--- src/rtl/core/mppl_ram.sv ---
// generic single-port-write ram with registered read
// no dependencies
module mppl_ram #(
  parameter int WIDTH = 8,
  parameter int DEPTH = 16
) (
  input  logic                                   clk,
  input  logic                                   we,
  input  logic [(DEPTH > 1 ? $clog2(DEPTH) : 1)-1:0] waddr,
  input  logic [WIDTH-1:0]                       wdata,
  input  logic                                   re,
  input  logic [(DEPTH > 1 ? $clog2(DEPTH) : 1)-1:0] raddr,
  output logic [WIDTH-1:0]                       rdata
);

  logic [WIDTH-1:0] mem_r [DEPTH];
  logic [WIDTH-1:0] rdata_r;

  always_ff @(posedge clk) begin
    if (we) begin
      mem_r[waddr] <= wdata;
    end
    if (re) begin
      rdata_r <= mem_r[raddr];
    end
  end

  assign rdata = rdata_r;

endmodule

--- config.mk ---
export PLATFORM = sky130hd
export DESIGN_NAME = mppl_ram
export DESIGN_NICKNAME = d
export VERILOG_FILES = /design/src/rtl/core/mppl_ram.sv
export SDC_FILE = /design/constraint.sdc
export NUM_CORES = 1
export LEC_CHECK = 0
export BUFFER_PORTS_ARGS = -buffer_cell sky130_fd_sc_hd__buf_2
export CAP_MARGIN = 20
export CORE_MARGIN = 4
export CORE_UTILIZATION = 45
export CTS_CLUSTER_SIZE = 20
export DETAILED_ROUTE_END_ITERATION = 7
export PLACE_DENSITY = 0.73
export SLEW_MARGIN = 20
export SYNTH_ARGS = -nofsm -noshare
export SYNTH_HDL_FRONTEND = slang
export SYNTH_SLANG_ARGS = --single-unit
--- constraint.sdc ---
create_clock -name clk -period 2.05 [get_ports clk]
set_input_delay 0.1025 -clock clk [delete_from_list [all_inputs] [get_ports clk]]
set_output_delay 0.1025 -clock clk [all_outputs]
set_load 0.05 [all_outputs]
==> impl_results.md <==
- Grt total ovfl: 0
- Yosys synthesis warning count: 0
- Leak: 0.00210 uW
- Vias in the first global route: around 2500
- Die area: around 0.013 mm2
- HP Start: re
- Cell count of the worst hold path: 1
- Relative slew slack: between 50 and 60%
- Io pins: 27
- Hold Crit Class: input pin to flop
- CORE AREA: 0.0114 mm2
- PwrDens: ~1000 mW/mm2
- Slew @ Worst Pin: slightly below 700 ps
- Unrepaired setup endpoints after global routing: false
- Vias post-DR: about 2400
- Post-synth cell types: 18
- Seq/Total Area, Yosys: 78.1%
- Reg clk slew, reported paths: 60 ps
- Pins Over Slew Limit: 0
- Cell Area, Placed: between 0.005 and 0.006 mm2
- Area grow syn2layout: 18.7%
- Share of synthesized registers carrying an async set or reset: 0%
- Largest area contributor in the netlist: edfxtp_1
- Fin. Hold Viols: 0
- Starting Density: between 40 and 50%
- FF-to-FF path depth: 3
- Setup_tns: 0 ps
- WHS Endpoint: rdata[2]$_DFFE_PP_
- Post-Syn Area: 0.00523 mm2
- Synthesized area per cell: around 23 um2
- CTS root buffer: clkbuf_16
- Die Y: 116 um
- CP arrival: ~1600 ps
- Clk sink count: ~140
- Post-CTS Setup Bufs: 0
- DRT Wirelength: around 9.5 mm
- Global Route Usage Sum: 15.8%
- 1st-iter DRT viols: around 170
- Final min period: 1500 ps
- Synth Flop Type: edfxtp_1
- Worst r2r src: mem_r[1][0]$_DFFE_PP_
- Largest net degree at the start of global routing: 33
- Worst path required time: roughly 2200 ps
- Crit path max fanout: 1
- Global-route wire length before repair: approximately 15 mm
- Worst-Skew Late Latency: around 400 ps
- Drc violations: 0
- Clock buffer depth: 2
- Crit start category: flop
- Port Buffers: 26
- Die width: between 100 and 150 um
- Period utilization: between 70% and 80%
- Total CTS buffers: 17
- Final Setup Violations: 0
- # hold bufs at CTS: 0
- Final Instance Area: between 0.006 and 0.007 mm2
- Cts repair resizes: 0
- Worst Setup End Kind: flop
- Setup Skew: ~13 ps
- Count leader, synth: edfxtp_1
- Top post-synthesis cells by count: edfxtp_1 (136), mux4_2 (18), a22oi_1 (16), mux4_1 (14), nor2_1 (13)
- CTS tree: yes
- WS Path Type: flop to flop
- Fin nets: approximately 300
- Seq cells post-synth: ~140
- R2R setup slack: approximately 550 ps
- Post-synth top area share: between 70% and 80%
- Antenna Cells: 0
- Drt first pass iters: 5
- Area contributors post-synth: edfxtp_1 (78%), mux4_2 (7.8%), mux4_1 (7.0%), a22oi_1 (2.3%), nor2_1 (0.93%)
- Syn nets: roughly 250
- Wire length per cell: 21.6 um
- Antenna violations before repair: 0
- Detailed Place HPWL: approximately 5.8 mm
- Max_cap viols: 0
- Outcome: completed
- Number of synthesized flops with an enable pin: between 100 and 150
- Num rows: 39
- Fmax: 0.667 GHz
- Placer Congestion: 0.750
- Share of layout cells above drive strength 1: approximately 31%
- H-tree levels: 4
- Vias per cell: roughly 5.6
- Reg2reg end: rdata[0]$_DFFE_PP_
- Final ANT Viol Nets: 0
- Peak VDD IR: between 0.0006 and 0.0007 V
- Cells after Synth: between 200 and 250
[cells by family (layout without fill, tap and decap cells)]
logic type,after synthesis,after routing,synth area share [%]
flops,136,136,78.1
simple gates,35,35,3.14
mux,32,32,14.8
compound gates,16,16,2.30
buf+inv,10,77,1.65
[state kept, by name, summed over array words and instances, names as in the netlist]
name and count:
rdata 8, mem_r 128
[report_power, final]
part / internal (uW) / leakage, uW / switching (uW) / total (uW)
Combinational: 123 / 0.000583 / 201 / 324
Sequential: 3130 / 0.00124 / 16.9 / 3150
Clock: 1900 / 0.000279 / 1050 / 2950
[layout by cell type, fill, tap and decap left out, drive strengths merged]
cell | synthesis | layout
nand3b | 2 | 2
mux4 | 32 | 32
nor2 | 13 | 13
nor3 | 4 | 4
nor2b | 1 | 1
bufinv | 0 | 3
and2b | 1 | 1
and2 | 1 | 1
nand2 | 9 | 9
or3b | 1 | 1
clkbuf | 0 | 18
edfxtp | 136 | 136
a22oi | 16 | 16
clkinvlp | 0 | 3
nand2b | 2 | 2
buf | 7 | 45
inv | 0 | 1
nand3 | 1 | 1
clkinv | 0 | 7
[routing by layer]
| layer | global-route usage (%) | part of all wire [%] | vias to the layer above | wire (um) |
|---|---|---|---|---|
| li1 | - | - | 1089 | - |
| met1 | 21.5 | 44 | 1273 | 4170 |
| met2 | 24.2 | 50 | 77 | 4750 |
| met3 | 4.33 | 4.7 | 8 | 442 |
| met4 | 6.73 | 1.3 | 0 | 123 |
| met5 | 0 | 0 | - | 0 |
[final cells by class]
class	count	area, um2
clock buffer	18	429
clock inverter	14	156
fill	872	5220
sequential	136	4080
timing repair buffer	45	298
multi-input combinational	83	1060
tap	143	179
[worst max-delay path by stage]
stage / startpoint / end / slack [ps] / depth (start not counted)
floorplan: waddr[2] / mem_r[0][0]$_DFFE_PP_ / 450 / 2
global placement: raddr[0] / rdata[2]$_DFFE_PP_ / 350 / 5
detailed placement: raddr[0] / rdata[0]$_DFFE_PP_ / 320 / 5
CTS: mem_r[1][0]$_DFFE_PP_ / rdata[0]$_DFFE_PP_ / 530 / 3
global route: mem_r[0][2]$_DFFE_PP_ / rdata[2]$_DFFE_PP_ / 490 / 3
finish: mem_r[1][0]$_DFFE_PP_ / rdata[0]$_DFFE_PP_ / 550 / 3
[worst max-delay path, stage by stage (launching register included)]
cell      delay (ps)
edfxtp_1         350
mux4_1           520
a22oi_1          280
nand2_1           90
[through the flow]
stage	hold slack [ps]	utilization, %	power, uW	setup WS [ps]	cells
CTS	59.0	54.3	6470	528	439
finish	68.5	54.3	6420	551	439
floorplan	201	-	3410	455	229
global route	56.7	54.3	6650	488	439
global placement	485	49.2	3530	349	407
detailed placement	483	49.2	3540	318	407
(Power assumes the default switching activity.)
